[src/pet_pkg.sv]
// Shared types and constants of the pointer event throttle.
// Used by every module of the block and by the port checker; depends on nothing.
package pet_pkg;

  // field widths
  localparam int unsigned CoordW    = 20;
  localparam int unsigned StampW    = 32;
  localparam int unsigned IntervalW = 16;
  localparam int unsigned PendW     = 5;
  localparam int unsigned ThreshW   = 12;
  localparam int unsigned ActionW   = 2;
  localparam int unsigned CfgIdxW   = 2;
  localparam int unsigned CfgDataW  = 16;

  // squared distance: two squares of 21 bit differences
  localparam int unsigned DistW     = 2 * CoordW + 2;
  localparam int unsigned ThrSqW    = 2 * ThreshW;

  // one drain emits at most this many words
  localparam int unsigned MaxResults = 16;

  // command queue between front and back, power of two
  localparam int unsigned CmdDepth   = 2;
  localparam int unsigned ResultDepth = MaxResults;

  // reset values of the registers
  localparam logic [IntervalW-1:0] ResetInterval  = 16'd16;
  localparam logic [PendW-1:0]     ResetMaxPend   = 5'd10;
  localparam logic [ThreshW-1:0]   ResetThreshold = 12'd16;

  // input actions
  typedef enum logic [ActionW-1:0] {
    ACT_POINT = 2'd0,
    ACT_TICK  = 2'd1,
    ACT_FLUSH = 2'd2,
    ACT_CLEAR = 2'd3
  } act_e;

  // register indexes
  typedef enum logic [CfgIdxW-1:0] {
    CFG_INTERVAL    = 2'd0,
    CFG_MAX_PENDING = 2'd1,
    CFG_THRESHOLD   = 2'd2
  } cfg_idx_e;

  typedef struct packed {
    logic [ActionW-1:0]       action;
    logic signed [CoordW-1:0] pos_x;
    logic signed [CoordW-1:0] pos_y;
  } in_item_t;

  typedef struct packed {
    logic signed [CoordW-1:0] out_x;
    logic signed [CoordW-1:0] out_y;
    logic [StampW-1:0]        out_stamp;
    logic                     last_of_run;
  } out_item_t;

  typedef struct packed {
    logic signed [CoordW-1:0] x;
    logic signed [CoordW-1:0] y;
  } point_t;

  typedef struct packed {
    act_e   kind;
    point_t pt;
  } cmd_t;

  typedef struct packed {
    logic signed [CoordW-1:0] x;
    logic signed [CoordW-1:0] y;
    logic [StampW-1:0]        stamp;
  } entry_t;

  typedef struct packed {
    logic [IntervalW-1:0] interval;
    logic [PendW-1:0]     max_pending;
    logic [ThreshW-1:0]   threshold;
  } cfg_t;

  typedef struct packed {
    logic   start;
    point_t a;
    point_t b;
  } dist_req_t;

endpackage

[src/pet_front.sv]
// Front end of the pointer event throttle: takes input words, decodes the action
// and holds them in a short command queue for the back end. Depends on pet_pkg.
module pet_front (
  input  logic               clk_i,
  input  logic               rst_ni,
  input  logic               push_i,
  output logic               full_o,
  input  pet_pkg::in_item_t  item_i,
  output logic               cmd_valid_o,
  input  logic               cmd_ready_i,
  output pet_pkg::cmd_t      cmd_o
);
  localparam int unsigned PtrW = $clog2(pet_pkg::CmdDepth);
  localparam int unsigned CntW = $clog2(pet_pkg::CmdDepth + 1);

  pet_pkg::cmd_t   slot_q [pet_pkg::CmdDepth];
  pet_pkg::cmd_t   dec;
  logic [PtrW-1:0] wr_q, rd_q;
  logic [CntW-1:0] cnt_q;
  logic            push_ok, pop_ok;

  assign full_o      = (cnt_q == CntW'(pet_pkg::CmdDepth));
  assign cmd_valid_o = (cnt_q != '0);
  assign push_ok     = push_i & ~full_o;
  assign pop_ok      = cmd_valid_o & cmd_ready_i;
  assign cmd_o       = slot_q[rd_q];

  // decode: only a point carries coordinates
  always_comb begin
    dec.kind = pet_pkg::act_e'(item_i.action);
    dec.pt   = '0;
    unique case (dec.kind)
      pet_pkg::ACT_POINT: begin
        dec.pt.x = item_i.pos_x;
        dec.pt.y = item_i.pos_y;
      end
      pet_pkg::ACT_TICK, pet_pkg::ACT_FLUSH, pet_pkg::ACT_CLEAR: begin
        dec.pt = '0;
      end
    endcase
  end

  // queue pointers and fill level
  always_ff @(posedge clk_i or negedge rst_ni) begin
    if (!rst_ni) begin
      wr_q  <= '0;
      rd_q  <= '0;
      cnt_q <= '0;
    end else begin
      if (push_ok) wr_q <= wr_q + PtrW'(1);
      if (pop_ok)  rd_q <= rd_q + PtrW'(1);
      cnt_q <= cnt_q + CntW'(push_ok) - CntW'(pop_ok);
    end
  end

  // command storage
  always_ff @(posedge clk_i) begin
    if (push_ok) slot_q[wr_q] <= dec;
  end

endmodule

[config.mk]
export PLATFORM = sky130hd
export DESIGN_NAME = pet_front
export DESIGN_NICKNAME = d
export VERILOG_FILES = /design/src/pet_pkg.sv /design/src/pet_front.sv
export SDC_FILE = /design/constraint.sdc
export NUM_CORES = 1
export LEC_CHECK = 0
export ABC_AREA = 1
export ABC_CLOCK_PERIOD_IN_PS = 5000
export BUFFER_PORTS_ARGS = -buffer_cell sky130_fd_sc_hd__buf_2
export CAP_MARGIN = 20
export CORE_MARGIN = 4
export CORE_UTILIZATION = 25
export DETAILED_ROUTE_END_ITERATION = 7
export PLACE_DENSITY = 0.42
export SLEW_MARGIN = 20
export SYNTH_ARGS = -nofsm -noshare
export SYNTH_HDL_FRONTEND = slang
export SYNTH_SLANG_ARGS = --single-unit
[constraint.sdc]
create_clock -name clk_i -period 5 [get_ports clk_i]
set_input_delay 0.25 -clock clk_i [delete_from_list [all_inputs] [get_ports clk_i]]
set_output_delay 0.25 -clock clk_i [all_outputs]
set_load 0.02 [all_outputs]
==> metrics <==
fin crit share 51.4%; die width 129 µm; fin crit period 2.57 ns; post-CTS sizing 0; post-layout total power 2770 µW; HPWL after DPL 4540 µm; path depth of the worst reg2reg path 3; Port Buffers 89; root buf cell clkbuf_16; status complete, no violations; critical path launch point type register; Hold Path End slot_q[0][40]$_DFFE_PP_; CTS Buf Count 9; DR vias 2389; vias in the first global route 2310; synthesized flop and latch total 88; Syn Inst Count 338; Max Cap Violations 0; die area 16700 µm²; Synth area leaders edfxtp_1 69%, nand2_1 14%, inv_1 5.0%, nor2_1 3.2%, dfrtp_1 2.7%; post-layout util 31.9%; Core ar. 14500 µm²; Mapped Area 3670 µm²; mean area per synthesized cell 10.9 µm²; CP arrival 2.32 ns; Initial Util 25.3%; Net Sw Frac 35.2%; Sw Pwr 977 µW; antenna violations before repair 0; FFs w/ async S/R, synth 4.55%; first-pass GRT wire length 12000 µm; fraction of layout cells with a size suffix above 1 27.6%; Syn Nets 386; Final Max Tran Viols 0; HP Start item_i[40]; CP endpoint kind output port; Via density 3.88; maximum clock path buffer count 2; clock share of power 28.8%; Final Hold Vio Count 0; f_max 389 MHz; CTS tree built; largest net degree at the start of global routing 45; Post-CTS Setup Inserts 0; Pre-antenna DRT Iters 4; Detail Route Antenna Nets 0; Fillers 1503; WL per Instance 12.4 µm; Worst Path Required 4.75 ns; R2R Setup Slk 3.01 ns; Slew @ Worst Pin 1.03 ns; Total GRT Usage 9.40%; number of nets in the layout 474; R2R Path End rd_q$_DFFE_PN0P_; Worst Path Max Fanout 44; Worst Skew 0.00465 ns; main flop type after synthesis edfxtp_1; Worst Hold Class in -> reg; Layout area overhead 25.9%; Residual DRC 0; crit path kind reg -> out; routability cong. 0.693; area leader, netlist edfxtp_1; unrepaired setup endpoints after global routing false; Peak supply drop 0.281 mV; hold depth 1; commonest cells in the netlist 139 x nand2_1, 84 x edfxtp_1, 49 x inv_1; Fin Setup TNS 0 ns; Final setup viols 0; row cnt 44; internal power consumption 1800 µW; Yosys cell types 13; register area share after synthesis 71.5%; Rel. slew slack 31.5%; clk_lat worst skew 0.33 ns; Cell Pwr Density 600 nW/µm²; EDFF count, synth 84; Leak 0.00217 µW; most frequent cell after synthesis nand2_1; RR Startpoint rd_q$_DFFE_PN0P_; Starting DRT DRC Count 117; drt total wl 7620 µm; number of antenna diodes 0; CTS HTree Levels 3; Ys Warns 0; post-synth top area share 68.8%; Seq pwr share 40.1%; Logic pwr share 31.1%; grt total ovfl 0; IO Pins 90; Die Ht 129 µm; clk slew on worst S/H paths 0.06 ns; clock sink count 88
[stage by stage]
step | setup slack (ns) | std cells | hold slack [ns] | area (µm²)
finish | 2.43 | 615 | 0.124 | 4620
floorplan | 2.23 | 338 | -0.0456 | 3670
global route | 2.15 | 615 | 0.120 | 4620
global placement | 2.67 | 598 | 0.0639 | 4250
CTS | 2.26 | 615 | 0.108 | 4620
detailed placement | 2.61 | 598 | 0.0608 | 4250
[cell families after synthesis]
kind of cell | Yosys count | share of synthesized area [%]
AND/OR/NAND/NOR | 184 | 19.7
flip-flops | 88 | 71.5
buffers and inverters | 64 | 8.15
adder cells (fa/ha/maj) | 2 | 0.682
[power by group through the flow]
stage	Sequential (µW)	Combinational [µW]	Clock [µW]
CTS	1120	896	820
floorplan	1060	633	0
finish	1110	862	799
global placement	1130	891	0
detailed placement	1130	893	0
global route	1140	963	853
[sequential cells by signal, summed over array words and instances, names as in the netlist]
register and flops:
wr_q 1, slot_q 84, cnt_q 2, rd_q 1
[cell type report]
cell class	instances	area [µm²]	share of cell area, %
multi-input cells	186	754	16.3
repair buffers	91	463	10.0
well taps	184	230	4.98
inverters	50	188	4.06
flip-flops and latches	88	2620	56.8
clock inverters	6	131	2.84
clock buffers	10	229	4.96
[what timing repair did]
item                                    CTS  global route
hold buffers                              1             0
hold endpoints to repair                  4             0
endpoints found under the setup margin    0             0
[worst max-delay path, stage by stage, from the launching register on]
cell	delay [ns]
dfrtp_2	0.95
inv_2	0.59
nand2_1	0.17
nand2_1	0.09
buf_2	0.17
[how the worst max path moves through the flow]
stage	cells past startpoint	slack (ns)	from	endpoint
3_5_place_dp	4	2.61	rd_q$_DFFE_PN0P_	cmd_o[41]
4_1_cts	4	2.26	rd_q$_DFFE_PN0P_	cmd_o[41]
6_report	4	2.43	rd_q$_DFFE_PN0P_	cmd_o[41]
3_3_place_gp	4	2.67	rd_q$_DFFE_PN0P_	cmd_o[41]
5_1_grt	4	2.15	rd_q$_DFFE_PN0P_	cmd_o[1]
2_1_floorplan	3	2.23	cnt_q[1]$_DFF_PN0_	slot_q[1][0]$_DFFE_PP_
[routing by layer]
| metal | global-route usage, % | share of wire (%) |
|---|---|---|
| met1 | 12.2 | 46 |
| met2 | 14.6 | 46 |
| met3 | 3.22 | 6.5 |
| met4 | 3.34 | 1.4 |
| met5 | 0 | 0 |
[layout by cell type (no fill, tap or decap), types with 3 or more instances in the layout]
master / Yosys / routed
buf_2: 5 / 89
bufinv_16: 0 / 4
clkbuf_16: 0 / 9
dfrtp_1: 4 / 3
edfxtp_1: 84 / 84
inv_1: 49 / 48
nand2_1: 139 / 139
nand3_1: 3 / 3
nor2_1: 31 / 30
nor2_2: 10 / 10
Note: power is estimated with default switching activity, not from simulation.
