--- config.mk ---
export PLATFORM = sky130hd
export DESIGN_NAME = pet_fifo
export DESIGN_NICKNAME = d
export VERILOG_FILES = /design/src/pet_pkg.sv /design/src/pet_fifo.sv
export SDC_FILE = /design/constraint.sdc
export NUM_CORES = 1
export LEC_CHECK = 0
export BUFFER_PORTS_ARGS = -buffer_cell sky130_fd_sc_hd__buf_2
export CORE_ASPECT_RATIO = 0.7
export CORE_UTILIZATION = 36
export CTS_CLUSTER_DIAMETER = 150
export DETAILED_ROUTE_END_ITERATION = 8
export GPL_ROUTABILITY_DRIVEN = 0
export GPL_TIMING_DRIVEN = 0
export PLACE_DENSITY = 0.61
export SKIP_LAST_GASP = 1
export SLEW_MARGIN = 20
export SYNTH_ARGS = -nofsm -noshare
export SYNTH_HDL_FRONTEND = slang
export SYNTH_SLANG_ARGS = --single-unit
--- constraint.sdc ---
create_clock -name clk_i -period 10.5 [get_ports clk_i]
set_input_delay 1.05 -clock clk_i [delete_from_list [all_inputs] [get_ports clk_i]]
set_output_delay 1.05 -clock clk_i [all_outputs]
set_load 0.05 [all_outputs]
--- src/pet_pkg.sv ---
// Shared types and constants of the pointer event throttle.
// Used by every module of the block and by the port checker; depends on nothing.
package pet_pkg;

  // field widths
  localparam int unsigned CoordW    = 20;
  localparam int unsigned StampW    = 32;
  localparam int unsigned IntervalW = 16;
  localparam int unsigned PendW     = 5;
  localparam int unsigned ThreshW   = 12;
  localparam int unsigned ActionW   = 2;
  localparam int unsigned CfgIdxW   = 2;
  localparam int unsigned CfgDataW  = 16;

  // squared distance: two squares of 21 bit differences
  localparam int unsigned DistW     = 2 * CoordW + 2;
  localparam int unsigned ThrSqW    = 2 * ThreshW;

  // one drain emits at most this many words
  localparam int unsigned MaxResults = 16;

  // command queue between front and back, power of two
  localparam int unsigned CmdDepth   = 2;
  localparam int unsigned ResultDepth = MaxResults;

  // reset values of the registers
  localparam logic [IntervalW-1:0] ResetInterval  = 16'd16;
  localparam logic [PendW-1:0]     ResetMaxPend   = 5'd10;
  localparam logic [ThreshW-1:0]   ResetThreshold = 12'd16;

  // input actions
  typedef enum logic [ActionW-1:0] {
    ACT_POINT = 2'd0,
    ACT_TICK  = 2'd1,
    ACT_FLUSH = 2'd2,
    ACT_CLEAR = 2'd3
  } act_e;

  // register indexes
  typedef enum logic [CfgIdxW-1:0] {
    CFG_INTERVAL    = 2'd0,
    CFG_MAX_PENDING = 2'd1,
    CFG_THRESHOLD   = 2'd2
  } cfg_idx_e;

  typedef struct packed {
    logic [ActionW-1:0]       action;
    logic signed [CoordW-1:0] pos_x;
    logic signed [CoordW-1:0] pos_y;
  } in_item_t;

  typedef struct packed {
    logic signed [CoordW-1:0] out_x;
    logic signed [CoordW-1:0] out_y;
    logic [StampW-1:0]        out_stamp;
    logic                     last_of_run;
  } out_item_t;

  typedef struct packed {
    logic signed [CoordW-1:0] x;
    logic signed [CoordW-1:0] y;
  } point_t;

  typedef struct packed {
    act_e   kind;
    point_t pt;
  } cmd_t;

  typedef struct packed {
    logic signed [CoordW-1:0] x;
    logic signed [CoordW-1:0] y;
    logic [StampW-1:0]        stamp;
  } entry_t;

  typedef struct packed {
    logic [IntervalW-1:0] interval;
    logic [PendW-1:0]     max_pending;
    logic [ThreshW-1:0]   threshold;
  } cfg_t;

  typedef struct packed {
    logic   start;
    point_t a;
    point_t b;
  } dist_req_t;

endpackage

--- src/pet_fifo.sv ---
// Result queue of the pointer event throttle: holds emitted words until popped.
// Depends on pet_pkg for the word type and depth.
module pet_fifo (
  input  logic                clk_i,
  input  logic                rst_ni,
  input  logic                push_i,
  output logic                full_o,
  input  pet_pkg::out_item_t  data_i,
  output logic                empty_o,
  input  logic                pop_i,
  output pet_pkg::out_item_t  data_o
);
  localparam int unsigned PtrW = $clog2(pet_pkg::ResultDepth);
  localparam int unsigned CntW = $clog2(pet_pkg::ResultDepth + 1);

  pet_pkg::out_item_t mem_q [pet_pkg::ResultDepth];
  logic [PtrW-1:0] wr_q, rd_q;
  logic [CntW-1:0] cnt_q;
  logic            push_ok, pop_ok;

  assign full_o  = (cnt_q == CntW'(pet_pkg::ResultDepth));
  assign empty_o = (cnt_q == '0);
  assign push_ok = push_i & ~full_o;
  assign pop_ok  = pop_i & ~empty_o;
  assign data_o  = mem_q[rd_q];

  // pointers and fill level
  always_ff @(posedge clk_i or negedge rst_ni) begin
    if (!rst_ni) begin
      wr_q  <= '0;
      rd_q  <= '0;
      cnt_q <= '0;
    end else begin
      if (push_ok) wr_q <= wr_q + PtrW'(1);
      if (pop_ok)  rd_q <= rd_q + PtrW'(1);
      cnt_q <= cnt_q + CntW'(push_ok) - CntW'(pop_ok);
    end
  end

  // storage
  always_ff @(posedge clk_i) begin
    if (push_ok) mem_q[wr_q] <= data_i;
  end

endmodule

==> impl_metrics.ini <==
[power]
p_int_mw = 9.69
ir_worst_vdd_uv = 170
p_sw_mw = 5.80
pwr-share-clk_pct = 25.1
p_leak_nw = 17.7
comb_power_share_pct = 37.6
p_seq_share_pct = 37.2
netSwitchingFraction_pct = 37.5
pwr_density_cell_nw_per_um2 = 293

[timing]
finalCritPeriodShare_pct = 43.7
slew_violations = 0
rsz0062_at_grt = no
setup-violations-final = 0
timing.fmax_ghz = 0.218
relSlewSlack_pct = 26.6
fin_setup_tns_ns = 0
finalHoldViolCount = 0
layout_min_cycle_time_ns = 4.59
skew_ns = 0.0269
worstMarginPinSlew_ns = 1.10

[worst_setup_path]
worstSetupStartpointType = flip-flop
worstSetupPathType = reg2out
critical_path.top_delay_family = buffers and inverters
crit_path_max_fanout = 10
cp-end-kind = primary output
cp_common_cell = buf_2
crit_path_top_delay_cell = buf_1
crit_chain = buf_2 -> buf_1 -> mux4_2 -> a22oi_1 -> nand2_1 -> buf_2
cp_num_buf_inv = 3
required_ns = 9.45
crit_arrival_ns = 3.54
slowest_delay_ns = 0.87

[global_routing]
gr-usage-all-layers_pct = 17.1
grt_pass1_vias = 22800
grt_max_degree = 40
grt_overflow_total = 0
grt_pass1_wl_um = 159000
antenna_found_initial = 14

[floorplan]
pin_count = 152
rows = 108
fp.dieW_um = 426
initial_core_util_pct = 36.5
die_height_um = 299
die_area_um2 = 127000
core_area_um2 = 124000

[hold_path]
min_path_type = in2async

[clocking]
cts_resized = 0
clock_sinks = 1181
clock_latency_ns = 0.70
cts_htree_levels = 3
cts_buffer_depth = 3
ctsHoldBuffers = 0
numCtsBuffers = 107
cts_root_buffer = clkbuf_16
post_cts_buffers = 0
clkSlewWorstSetupHoldPaths_ns = 0.07
cts_tree = yes

[final_layout]
final_nets = 2624
drive_gt1_share_pct = 23.8
fin_util_pct = 42.5
syn2layout_area_growth_pct = 16.5

[synthesis]
ys_ff_latch = 1181
synthFlopType = edfxtp_1
synth_area_um2 = 45400
syn_nets = 2269
synth_warnings = 0
yosysTopAreaCell = edfxtp_1
postSynthAreaPerCell_um2 = 20.8
synthTopCellsByArea = edfxtp_1, mux4_2, mux2i_1
ys_types = 33
synth-edff-count = 1168
async_reset_ff_share_pct = 1.10
synth_cells = 2180
synth_top_area_share_pct = 77.3
synth_seq_area_share_pct = 78.0

[routing]
wl_per_cell_um = 25.6
drt_iter0_drc = 2393
routed_wl_um = 110000
firstDrtPassIters = 5
ant_nets = 0
drc = 0
dr_total_vias = 23000
via_per_inst = 5.37

[placed_design]
dpl.hpwl_um = 72200
port_buffers = 151

[run_status]
status = finished clean

[run]
maxCapViolations = 0
## power groups by stage
stage | registers (mW) | clock network, mW | logic (mW)
5_1_grt | 5.80 | 4.14 | 6.18
4_1_cts | 5.77 | 3.96 | 5.92
3_5_place_dp | 5.87 | 0 | 5.90
6_report | 5.77 | 3.89 | 5.83
2_1_floorplan | 5.89 | 0 | 3.93
3_3_place_gp | 5.98 | 0 | 5.70
## sequential cells by signal, summed over array words and instances (netlist names)
register and flops:
mem_q 1168, cnt_q 5, rd_q 4, wr_q 4
## through the flow
step | cells | area (um2) | hold WS [ns] | total power, mW | setup WS (ns)
after floorplan | 2180 | 45400 | 0.494 | 9.82 | 1.52
after global placement | 3981 | 48200 | 0.513 | 11.7 | -7.02
after detailed placement | 4076 | 49400 | 0.567 | 11.8 | 6.64
after CTS | 4278 | 52800 | 0.196 | 15.6 | 5.89
after global routing | 4280 | 52900 | 0.231 | 16.1 | 5.79
final | 4280 | 52900 | 0.246 | 15.5 | 5.91
## cell usage after synthesis (all sizes together), types with 2 or more instances
cell / number
o21ai: 74
mux4: 146
mux2i: 292
a221oi: 146
dfrtp: 13
inv: 13
and2: 9
buf: 63
nand2: 76
clkbuf: 61
a22oi: 73
xor2: 3
a21oi: 2
xnor2: 7
nor2b: 3
nor2: 6
nand3: 2
nor4: 4
nor3b: 2
ha: 11
edfxtp: 1168
## layer usage
layer	wire length, um	share of wire, %	vias up	track usage (%)
met5	23	0.021	-	0
met4	2190	2.0	4	4.12
met3	7850	7.2	162	3.20
met2	51100	47	905	26.8
met1	48500	44	12000	24.7
li1	-	-	9887	-
## layout make-up
type / instances / area [um2]
Clock inverter: 73 / 703
Timing Repair Buffer: 246 / 1850
Multi-Input combinational cell: 862 / 9240
Clock buffer: 129 / 2780
Inverter: 13 / 48.8
Buffer: 124 / 763
Sequential cell: 1181 / 35400
Fill cell: 10600 / 71600
Tap cell: 1650 / 2060
Antenna cell: 2 / 5.00
## cells by family after synthesis
| family | after synthesis | share of synthesized area, % |
|---|---|---|
| xor+xnor | 10 | 0.193 |
| fa+ha+maj | 12 | 0.347 |
| mux | 439 | 13.7 |
| buf+inv | 137 | 1.79 |
| flops | 1181 | 78.0 |
| compound gates | 296 | 4.94 |
| simple gates | 105 | 1.01 |
## final timing paths
| kind | slack, ns | depth (start not counted) | from | to |
|---|---|---|---|---|
| worst min-delay path | 0.25 | 1 | rst_ni | cnt_q[0] |
| worst max register to register | 7.03 | 12 | cnt_q[2] | mem_q[0][48] |
| worst min register to register | 0.58 | 1 | cnt_q[0] | cnt_q[0] |
| min in group clk_i | 0.58 | 1 | cnt_q[0] | cnt_q[0] |
| max in group asynchronous | 10.00 | 1 | rst_ni | rd_q[2] |
| worst max-delay path | 5.91 | 6 | rd_q[1] | data_o[69] |
## cell usage in the layout (no fill, tap or decap), types with 3 or more instances in the layout
master,synthesis,layout
clkinv_2,0,22
buf_2,12,212
and2_4,0,8
clkbuf_1,61,81
inv_6,0,3
xnor2_1,7,7
nor2b_1,3,3
mux4_2,146,146
inv_1,11,11
buf_12,0,16
buf_4,15,30
dfrtp_1,13,13
nor4_2,0,4
bufinv_16,0,11
clkinvlp_4,0,3
edfxtp_1,1168,1168
o21ai_0,73,73
a221oi_2,4,4
clkinv_1,0,27
clkbuf_16,0,108
mux2i_1,292,292
clkinv_4,0,3
nand2_1,76,76
ha_1,11,11
a22oi_1,73,73
nor2_4,0,4
xor2_1,3,3
a221oi_1,142,142
buf_6,30,30
buf_1,6,6
buf_16,0,15
No activity file was read; power rests on OpenSTA's default activity.
