--- src/pet_pkg.sv ---
// Shared types and constants of the pointer event throttle.
// Used by every module of the block and by the port checker; depends on nothing.
package pet_pkg;

  // field widths
  localparam int unsigned CoordW    = 20;
  localparam int unsigned StampW    = 32;
  localparam int unsigned IntervalW = 16;
  localparam int unsigned PendW     = 5;
  localparam int unsigned ThreshW   = 12;
  localparam int unsigned ActionW   = 2;
  localparam int unsigned CfgIdxW   = 2;
  localparam int unsigned CfgDataW  = 16;

  // squared distance: two squares of 21 bit differences
  localparam int unsigned DistW     = 2 * CoordW + 2;
  localparam int unsigned ThrSqW    = 2 * ThreshW;

  // one drain emits at most this many words
  localparam int unsigned MaxResults = 16;

  // command queue between front and back, power of two
  localparam int unsigned CmdDepth   = 2;
  localparam int unsigned ResultDepth = MaxResults;

  // reset values of the registers
  localparam logic [IntervalW-1:0] ResetInterval  = 16'd16;
  localparam logic [PendW-1:0]     ResetMaxPend   = 5'd10;
  localparam logic [ThreshW-1:0]   ResetThreshold = 12'd16;

  // input actions
  typedef enum logic [ActionW-1:0] {
    ACT_POINT = 2'd0,
    ACT_TICK  = 2'd1,
    ACT_FLUSH = 2'd2,
    ACT_CLEAR = 2'd3
  } act_e;

  // register indexes
  typedef enum logic [CfgIdxW-1:0] {
    CFG_INTERVAL    = 2'd0,
    CFG_MAX_PENDING = 2'd1,
    CFG_THRESHOLD   = 2'd2
  } cfg_idx_e;

  typedef struct packed {
    logic [ActionW-1:0]       action;
    logic signed [CoordW-1:0] pos_x;
    logic signed [CoordW-1:0] pos_y;
  } in_item_t;

  typedef struct packed {
    logic signed [CoordW-1:0] out_x;
    logic signed [CoordW-1:0] out_y;
    logic [StampW-1:0]        out_stamp;
    logic                     last_of_run;
  } out_item_t;

  typedef struct packed {
    logic signed [CoordW-1:0] x;
    logic signed [CoordW-1:0] y;
  } point_t;

  typedef struct packed {
    act_e   kind;
    point_t pt;
  } cmd_t;

  typedef struct packed {
    logic signed [CoordW-1:0] x;
    logic signed [CoordW-1:0] y;
    logic [StampW-1:0]        stamp;
  } entry_t;

  typedef struct packed {
    logic [IntervalW-1:0] interval;
    logic [PendW-1:0]     max_pending;
    logic [ThreshW-1:0]   threshold;
  } cfg_t;

  typedef struct packed {
    logic   start;
    point_t a;
    point_t b;
  } dist_req_t;

endpackage

--- src/pet_dist.sv ---
// Squared distance unit of the pointer event throttle: difference, square, sum,
// one register stage each. Depends on pet_pkg.
module pet_dist (
  input  logic                        clk_i,
  input  logic                        rst_ni,
  input  pet_pkg::dist_req_t          req_i,
  output logic                        valid_o,
  output logic [pet_pkg::DistW-1:0]   d2_o
);
  localparam int unsigned DiffW = pet_pkg::CoordW + 1;

  logic signed [DiffW-1:0]          dx_q, dy_q;
  logic signed [pet_pkg::DistW-1:0] sx_q, sy_q;
  logic [pet_pkg::DistW-1:0]        d2_q;
  logic [2:0]                       vld_q;

  assign valid_o = vld_q[2];
  assign d2_o    = d2_q;

  // valid follows the data down the pipe
  always_ff @(posedge clk_i or negedge rst_ni) begin
    if (!rst_ni) begin
      vld_q <= '0;
    end else begin
      vld_q <= {vld_q[1:0], req_i.start};
    end
  end

  // difference, square, sum
  always_ff @(posedge clk_i) begin
    dx_q <= {req_i.a.x[pet_pkg::CoordW-1], req_i.a.x} - {req_i.b.x[pet_pkg::CoordW-1], req_i.b.x};
    dy_q <= {req_i.a.y[pet_pkg::CoordW-1], req_i.a.y} - {req_i.b.y[pet_pkg::CoordW-1], req_i.b.y};
    sx_q <= dx_q * dx_q;
    sy_q <= dy_q * dy_q;
    d2_q <= $unsigned(sx_q) + $unsigned(sy_q);
  end

endmodule

--- src/pet_core.sv ---
// Back end of the pointer event throttle: millisecond time, one-shot timer, the
// point queue and the drain walk. Depends on pet_pkg and pet_dist.
module pet_core #(
  parameter int unsigned QueueDepth = 16
) (
  input  logic                clk_i,
  input  logic                rst_ni,
  input  pet_pkg::cfg_t       cfg_i,
  input  logic                cmd_valid_i,
  output logic                cmd_ready_o,
  input  pet_pkg::cmd_t       cmd_i,
  output logic                res_push_o,
  input  logic                res_full_i,
  output pet_pkg::out_item_t  res_o
);
  localparam int unsigned IdxW   = (QueueDepth > 1) ? $clog2(QueueDepth) : 1;
  localparam int unsigned CntW   = $clog2(QueueDepth + 1);
  localparam int unsigned SumW   = CntW + 1;
  localparam int unsigned LimCap = (QueueDepth < pet_pkg::MaxResults) ?
                                   QueueDepth : pet_pkg::MaxResults;
  localparam int unsigned DistW  = pet_pkg::DistW;

  typedef enum logic [2:0] {
    S_IDLE,
    S_ACCEPT,
    S_ENQ,
    S_CUR,
    S_NXT,
    S_DWAIT,
    S_EMIT
  } state_e;

  // circular position base + off
  function automatic logic [IdxW-1:0] slot_at(input logic [IdxW-1:0] base,
                                              input logic [CntW-1:0] off);
    logic [SumW-1:0] sum;
    sum = SumW'(base) + SumW'(off);
    if (sum >= SumW'(QueueDepth)) sum = sum - SumW'(QueueDepth);
    return IdxW'(sum);
  endfunction

  state_e                          state_q, state_d;
  logic [IdxW-1:0]                 head_q, head_d;
  logic [CntW-1:0]                 count_q, count_d;
  logic [CntW-1:0]                 idx_q, idx_d;
  pet_pkg::entry_t                 last_q, last_d;
  logic [pet_pkg::StampW-1:0]      now_q, now_d;
  logic [pet_pkg::IntervalW-1:0]   left_q, left_d;
  logic                            running_q, running_d;
  logic                            near_q, near_d;
  logic                            final_q, final_d;
  pet_pkg::point_t                 pt_q, pt_d;
  pet_pkg::entry_t                 cur_q, cur_d;
  logic [IdxW-1:0]                 rd_addr_q, rd_addr_d;
  pet_pkg::entry_t                 rd_data_q;
  logic [pet_pkg::ThrSqW-1:0]      thr_sq_q;

  pet_pkg::entry_t                 mem_q [QueueDepth];
  logic                            wr_en;
  pet_pkg::entry_t                 wr_entry;

  pet_pkg::dist_req_t              dist_req;
  logic                            dist_valid;
  logic [DistW-1:0]                d2;

  logic [pet_pkg::IntervalW-1:0]   ivl_eff, left_dec;
  logic [pet_pkg::IntervalW-2:0]   half_ivl;
  logic [pet_pkg::StampW-1:0]      elapsed;
  logic [pet_pkg::PendW-1:0]       mp_eff;
  logic [CntW-1:0]                 lim;
  logic [DistW-1:0]                t1, t4, t9;
  logic                            enq_full;
  logic [CntW-1:0]                 enq_c1, enq_c2;
  logic [IdxW-1:0]                 enq_h1, enq_addr;

  // effective interval, limit and thresholds
  assign ivl_eff  = (cfg_i.interval == '0) ? pet_pkg::IntervalW'(1) : cfg_i.interval;
  assign half_ivl = ivl_eff[pet_pkg::IntervalW-1:1];
  assign elapsed  = now_q - last_q.stamp;
  assign left_dec = (left_q != '0) ? left_q - pet_pkg::IntervalW'(1) : '0;
  assign mp_eff   = (cfg_i.max_pending == '0) ? pet_pkg::PendW'(1) : cfg_i.max_pending;
  assign lim      = (6'(mp_eff) > 6'(LimCap)) ? CntW'(LimCap) : CntW'(mp_eff);
  assign t1       = DistW'(thr_sq_q);
  assign t4       = DistW'({thr_sq_q, 2'b00});
  assign t9       = DistW'({thr_sq_q, 3'b000}) + DistW'(thr_sq_q);

  // enqueue positions: make room at the hard depth, write, then trim to the limit
  assign enq_full = (count_q >= CntW'(QueueDepth));
  assign enq_c1   = enq_full ? count_q - CntW'(1) : count_q;
  assign enq_h1   = enq_full ? slot_at(head_q, CntW'(1)) : head_q;
  assign enq_addr = slot_at(enq_h1, enq_c1);
  assign enq_c2   = enq_c1 + CntW'(1);

  assign res_o.out_x       = cur_q.x;
  assign res_o.out_y       = cur_q.y;
  assign res_o.out_stamp   = cur_q.stamp;
  assign res_o.last_of_run = final_q;

  pet_dist u_dist (
    .clk_i   (clk_i),
    .rst_ni  (rst_ni),
    .req_i   (dist_req),
    .valid_o (dist_valid),
    .d2_o    (d2)
  );

  // command sequencer
  always_comb begin
    state_d     = state_q;
    head_d      = head_q;
    count_d     = count_q;
    idx_d       = idx_q;
    last_d      = last_q;
    now_d       = now_q;
    left_d      = left_q;
    running_d   = running_q;
    near_d      = near_q;
    final_d     = final_q;
    pt_d        = pt_q;
    cur_d       = cur_q;
    rd_addr_d   = rd_addr_q;
    cmd_ready_o = 1'b0;
    res_push_o  = 1'b0;
    wr_en       = 1'b0;
    wr_entry.x     = pt_q.x;
    wr_entry.y     = pt_q.y;
    wr_entry.stamp = now_q;
    dist_req.start = 1'b0;
    dist_req.a.x   = last_q.x;
    dist_req.a.y   = last_q.y;
    dist_req.b     = cmd_i.pt;

    unique case (state_q)
      S_IDLE: begin
        if (cmd_valid_i) begin
          cmd_ready_o = 1'b1;
          unique case (cmd_i.kind)
            pet_pkg::ACT_POINT: begin
              pt_d   = cmd_i.pt;
              near_d = (elapsed < pet_pkg::StampW'(half_ivl));
              if (last_q.stamp == '0) begin
                state_d = S_ENQ;
              end else begin
                dist_req.start = 1'b1;
                state_d        = S_ACCEPT;
              end
            end
            pet_pkg::ACT_TICK: begin
              now_d = now_q + pet_pkg::StampW'(1);
              if (running_q) begin
                left_d = left_dec;
                if (left_dec == '0) begin
                  running_d = 1'b0;
                  idx_d     = '0;
                  rd_addr_d = head_q;
                  if (count_q != '0) state_d = S_CUR;
                end
              end
            end
            pet_pkg::ACT_FLUSH: begin
              running_d = 1'b0;
              left_d    = '0;
              idx_d     = '0;
              rd_addr_d = head_q;
              if (count_q != '0) state_d = S_CUR;
            end
            pet_pkg::ACT_CLEAR: begin
              count_d   = '0;
              running_d = 1'b0;
              left_d    = '0;
            end
          endcase
        end
      end

      // movement test against the last drained point
      S_ACCEPT: begin
        if (dist_valid) begin
          if (near_q ? (d2 > t9) : (d2 > t1)) state_d = S_ENQ;
          else                                state_d = S_IDLE;
        end
      end

      S_ENQ: begin
        wr_en = 1'b1;
        if (enq_c2 > lim) begin
          head_d  = slot_at(enq_h1, enq_c2 - lim);
          count_d = lim;
        end else begin
          head_d  = enq_h1;
          count_d = enq_c2;
        end
        if (!running_q) begin
          running_d = 1'b1;
          left_d    = ivl_eff;
        end
        state_d = S_IDLE;
      end

      // entry idx is on the read port; fetch its successor unless it is the last
      S_CUR: begin
        cur_d = rd_data_q;
        if (idx_q + CntW'(1) == count_q) begin
          final_d = 1'b1;
          state_d = S_EMIT;
        end else begin
          final_d   = 1'b0;
          rd_addr_d = slot_at(head_q, idx_q + CntW'(1));
          state_d   = S_NXT;
        end
      end

      S_NXT: begin
        dist_req.start = 1'b1;
        dist_req.a.x   = cur_q.x;
        dist_req.a.y   = cur_q.y;
        dist_req.b.x   = rd_data_q.x;
        dist_req.b.y   = rd_data_q.y;
        state_d        = S_DWAIT;
      end

      // keep the point only if it is far from its successor
      S_DWAIT: begin
        if (dist_valid) begin
          if (d2 > t4) begin
            state_d = S_EMIT;
          end else begin
            idx_d   = idx_q + CntW'(1);
            state_d = S_CUR;
          end
        end
      end

      S_EMIT: begin
        if (!res_full_i) begin
          res_push_o = 1'b1;
          last_d     = cur_q;
          if (final_q) begin
            head_d  = slot_at(head_q, count_q);
            count_d = '0;
            state_d = S_IDLE;
          end else begin
            idx_d   = idx_q + CntW'(1);
            state_d = S_CUR;
          end
        end
      end

      default: state_d = S_IDLE;
    endcase
  end

  // state and control registers
  always_ff @(posedge clk_i or negedge rst_ni) begin
    if (!rst_ni) begin
      state_q   <= S_IDLE;
      head_q    <= '0;
      count_q   <= '0;
      idx_q     <= '0;
      last_q    <= '0;
      now_q     <= '0;
      left_q    <= '0;
      running_q <= 1'b0;
      rd_addr_q <= '0;
    end else begin
      state_q   <= state_d;
      head_q    <= head_d;
      count_q   <= count_d;
      idx_q     <= idx_d;
      last_q    <= last_d;
      now_q     <= now_d;
      left_q    <= left_d;
      running_q <= running_d;
      rd_addr_q <= rd_addr_d;
    end
  end

  // working payload
  always_ff @(posedge clk_i) begin
    near_q   <= near_d;
    final_q  <= final_d;
    pt_q     <= pt_d;
    cur_q    <= cur_d;
    thr_sq_q <= pet_pkg::ThrSqW'(cfg_i.threshold) * pet_pkg::ThrSqW'(cfg_i.threshold);
  end

  // point queue memory, one write and one registered read port
  always_ff @(posedge clk_i) begin
    if (wr_en) mem_q[enq_addr] <= wr_entry;
    rd_data_q <= mem_q[rd_addr_d];
  end

endmodule

--- config.mk ---
export PLATFORM = sky130hd
export DESIGN_NAME = pet_core
export DESIGN_NICKNAME = d
export VERILOG_FILES = /design/src/pet_pkg.sv /design/src/pet_dist.sv /design/src/pet_core.sv
export SDC_FILE = /design/constraint.sdc
export NUM_CORES = 2
export LEC_CHECK = 0
export BUFFER_PORTS_ARGS = -buffer_cell sky130_fd_sc_hd__clkbuf_2
export CAP_MARGIN = 15
export CORE_ASPECT_RATIO = 0.75
export CORE_UTILIZATION = 55
export CTS_CLUSTER_SIZE = 25
export DETAILED_ROUTE_END_ITERATION = 16
export GPL_TIMING_DRIVEN = 0
export MAX_ROUTING_LAYER = met4
export PLACE_DENSITY = 0.7
export SLEW_MARGIN = 10
export SYNTH_ARGS = -nofsm -noshare
export SYNTH_HDL_FRONTEND = slang
export SYNTH_SLANG_ARGS = --single-unit
--- constraint.sdc ---
create_clock -name clk_i -period 9 [get_ports clk_i]
set_clock_uncertainty 0.15 [all_clocks]
set_input_delay 2.25 -clock clk_i [delete_from_list [all_inputs] [get_ports clk_i]]
set_output_delay 2.25 -clock clk_i [all_outputs]
set_load 0.05 [all_outputs]
==> results.toml <==
[worst_setup_path]
cp_data_required_time_ns = 9.51
path_class = "reg2reg"
critPathSlowestCell = "fa_1"
r2r_start = "u_dist.dy_q[5]$_DFF_P_"
slowest_delay_ns = 0.66
crit_buf_inv = 2
crit_start = "u_dist.dy_q[5]$_DFF_P_"
cp_cell_sequence = "clkbuf_1, nand2_1, fa_1, fa_1, fa_1, inv_1, fa_1, fa_1, fa_1, fa_1, ha_1, o21a_1, o211ai_1, nor2_1, nor4_1, a21boi_0, a21o_1, a41oi_1, a21oi_1, a2111oi_0, o21bai_1, xnor2_1"
cp-start-kind = "flip-flop"
path_delay_family = "adder cells"
end_kind = "flip-flop"
cp_common_cell = "fa_1"
worstPathArrival_ns = 9.28
cp_max_fo = 10

[synthesis]
synthFlopType = "edfxtp_1"
synth_top_area_share_pct = 36.8
synth-seq-cells = 1672
synth_edf_count = 1266
seq_area_frac_synth_pct = 45.3
syn_inst = 9435
syn-num-nets = 11000
synth_area_per_cell_um2 = 11.0
synth_area_um2 = 103000
synth_area_leaders = "edfxtp_1, fa_1, nand2_1"
yosysUniqueCellTypes = 91
synthArstFlopShare_pct = 8.67
ys_warn_count = 0
synth_area_leader_cell = "edfxtp_1"

[timing]
period_needed_ns = 8.77
finalCritPeriodShare_pct = 97.4
worst_pin_slew_ns = 1.15
finalSetupViolCount = 0
relSlewSlack_pct = 23.6
slew_viol_final = 0
max_freq_mhz = 114
rsz0062_at_grt = "true"
hold_violations = 0

[global_route]
groute.usage.overall_pct = 31.0
grt_pass1_vias = 70900
antenna_found_initial = 9
grt_pass1_wl_um = 428000
overflow = 0
grt_max_degree = 83

[floorplan]
fp.coreArea_um2 = 186000
rows = 137
die_height_um = 378
die_w_um = 503
pin_count = 154
start_util_pct = 55.5
dieArea_um2 = 190000

[clocking]
root_buffer = "clkbuf_16"
clockBufferDepth = 3
cts_tree = "done"
cts_buffers = 164
htreeDepth = 4
cts.clk_slew.worst_paths_ns = 0.06
clkSinkCount = 1672
hold_buffers = 0
postCtsSetupBuffers = 0
clk_latency_ns = 0.84

[detailed_routing]
post_drt_via_cell_ratio = 5.72
wire_per_inst_um = 22.6
via_count = 71200
postRouteAntennaNets = 0
drtIter0Drc = 7500
wirelength_um = 282000
firstDrtPassIters = 6
drc_errors = 0

[placement]
dp_hpwl_um = 216000
dpl-instance-area_um2 = 109000
gp_congestion = 0.981
port-buffer-count = 151

[cells_and_area]
nFillCells = 14900
drive_above_1_share_pct = 7.18
finalNetCount = 11400
area_delta_synth_final_pct = 10.4
stdcell_area_um2 = 114000

[flow_run]
cap_violations = 0

[run_status]
status = "finished clean"

[min_path]
min_from = "u_dist.vld_q[1]$_DFF_PN0_"
hp-class = "reg2reg"
registers in the layout, summed over array words and instances, names as in the netlist:
name          count
res_o            72
near_q            1
u_dist.dy_q      21
left_q           16
u_dist.d2_o      42
now_q            32
u_dist.sy_q      41
u_dist.sx_q      41
final_q           1
head_q            4
last_q           72
u_dist.dx_q      21
count_q           5
idx_q             5
pt_q             40
thr_sq_q         23
running_q         1
state_q           3
rd_addr_q         4
rd_data_q        72
mem_q          1152
u_dist.vld_q      3
layout make-up:
type,count,area (µm²),area share (%)
multi-input cells,6088,50300,44.1
flip-flops and latches,1672,46900,41.1
inverters,1315,4940,4.33
clock buffers,238,4640,4.07
well taps,2502,3130,2.74
repair buffers,206,1930,1.69
plain buffers,356,1490,1.31
clock inverters,69,801,0.701
diodes,5,12.5,0.0110
cell families (layout without fill, tap and decap cells):
| family | count (synthesis) | count (layout) | share of synthesized area [%] |
|---|---|---|---|
| xor+xnor | 302 | 302 | 2.56 |
| compound gates | 1009 | 1009 | 6.57 |
| mux | 149 | 149 | 1.55 |
| other cells | 0 | 5 | 0 |
| simple gates | 3152 | 3152 | 13.3 |
| buf+inv | 1675 | 2184 | 6.17 |
| fa+ha+maj | 1476 | 1476 | 24.5 |
| flops | 1672 | 1672 | 45.3 |
placed cells by master, fill, tap and decap left out, drive strengths merged, types with 108 or more instances in the layout:
cell,count
a21o,108
a21oi,196
and2,161
buf,144
clkbuf,656
dfrtp,145
dfxtp,261
edfxtp,1266
fa,912
ha,564
inv,1315
nand2,1904
nand3,356
nand4,112
nor2,303
o211ai,303
o21ai,174
xnor2,206
metrics by stage:
| step | setup TNS [ns] | hold slack [ns] | utilization (%) | cells | worst slack (ns) |
|---|---|---|---|---|---|
| 6_report | 0 | 0.203 | 61.3 | 12500 | 0.234 |
| 5_1_grt | -0.106 | 0.218 | 61.3 | 12400 | -0.106 |
| 4_1_cts | 0 | 0.207 | 61.2 | 12500 | 0.0138 |
| 3_5_place_dp | -2.74 | 0.193 | 58.3 | 12100 | -0.717 |
| 3_3_place_gp | -85.98 | 0.183 | 57.6 | 12100 | -0.561 |
| 2_1_floorplan | 0 | 0.181 | - | 9435 | 1.58 |
what timing repair did:
action	CTS	global route
endpoints found under the setup margin	10	15
gates resized for setup	19	66
pin swaps	0	0
metal layers:
layer | share of wire [%] | vias to the layer above | global-route usage (%)
met2 | 44 | 3310 | 44.9
met5 | 0 | - | -
li1 | - | 32100 | -
met4 | 2.7 | 0 | 8.18
met3 | 11 | 396 | 6.91
met1 | 43 | 35400 | 44.0
synth_stat cells, drive strengths merged, types with 42 or more instances:
cell type	number
a21o	108
a21oi	196
and2	161
buf	89
clkbuf	271
dfrtp	145
dfxtp	261
edfxtp	1266
fa	912
ha	564
inv	1307
mux2	88
mux2i	61
nand2	1904
nand2b	42
nand3	356
nand4	112
nor2	303
nor2b	59
nor3	71
o211ai	303
o21ai	174
xnor2	206
xor2	96
path summary, 6_finish.rpt:
kind,end,slack (ns),depth (start not counted)
worst max-delay path,u_dist.sy_q[38]$_DFF_P_,0.23,22
worst min-delay path,u_dist.vld_q[2]$_DFF_PN0_,0.20,0
worst max register to register,u_dist.sy_q[38]$_DFF_P_,0.23,22
worst min register to register,u_dist.vld_q[2]$_DFF_PN0_,0.20,0
max in group asynchronous,idx_q[0]$_DFFE_PN0P_,6.44,2
min in group asynchronous,last_q[28]$_DFFE_PN0P_,1.24,1
Power is left out: the tool's default activity adds up to more than one toggle a clock period on the data nets, which glitch-free logic cannot reach.
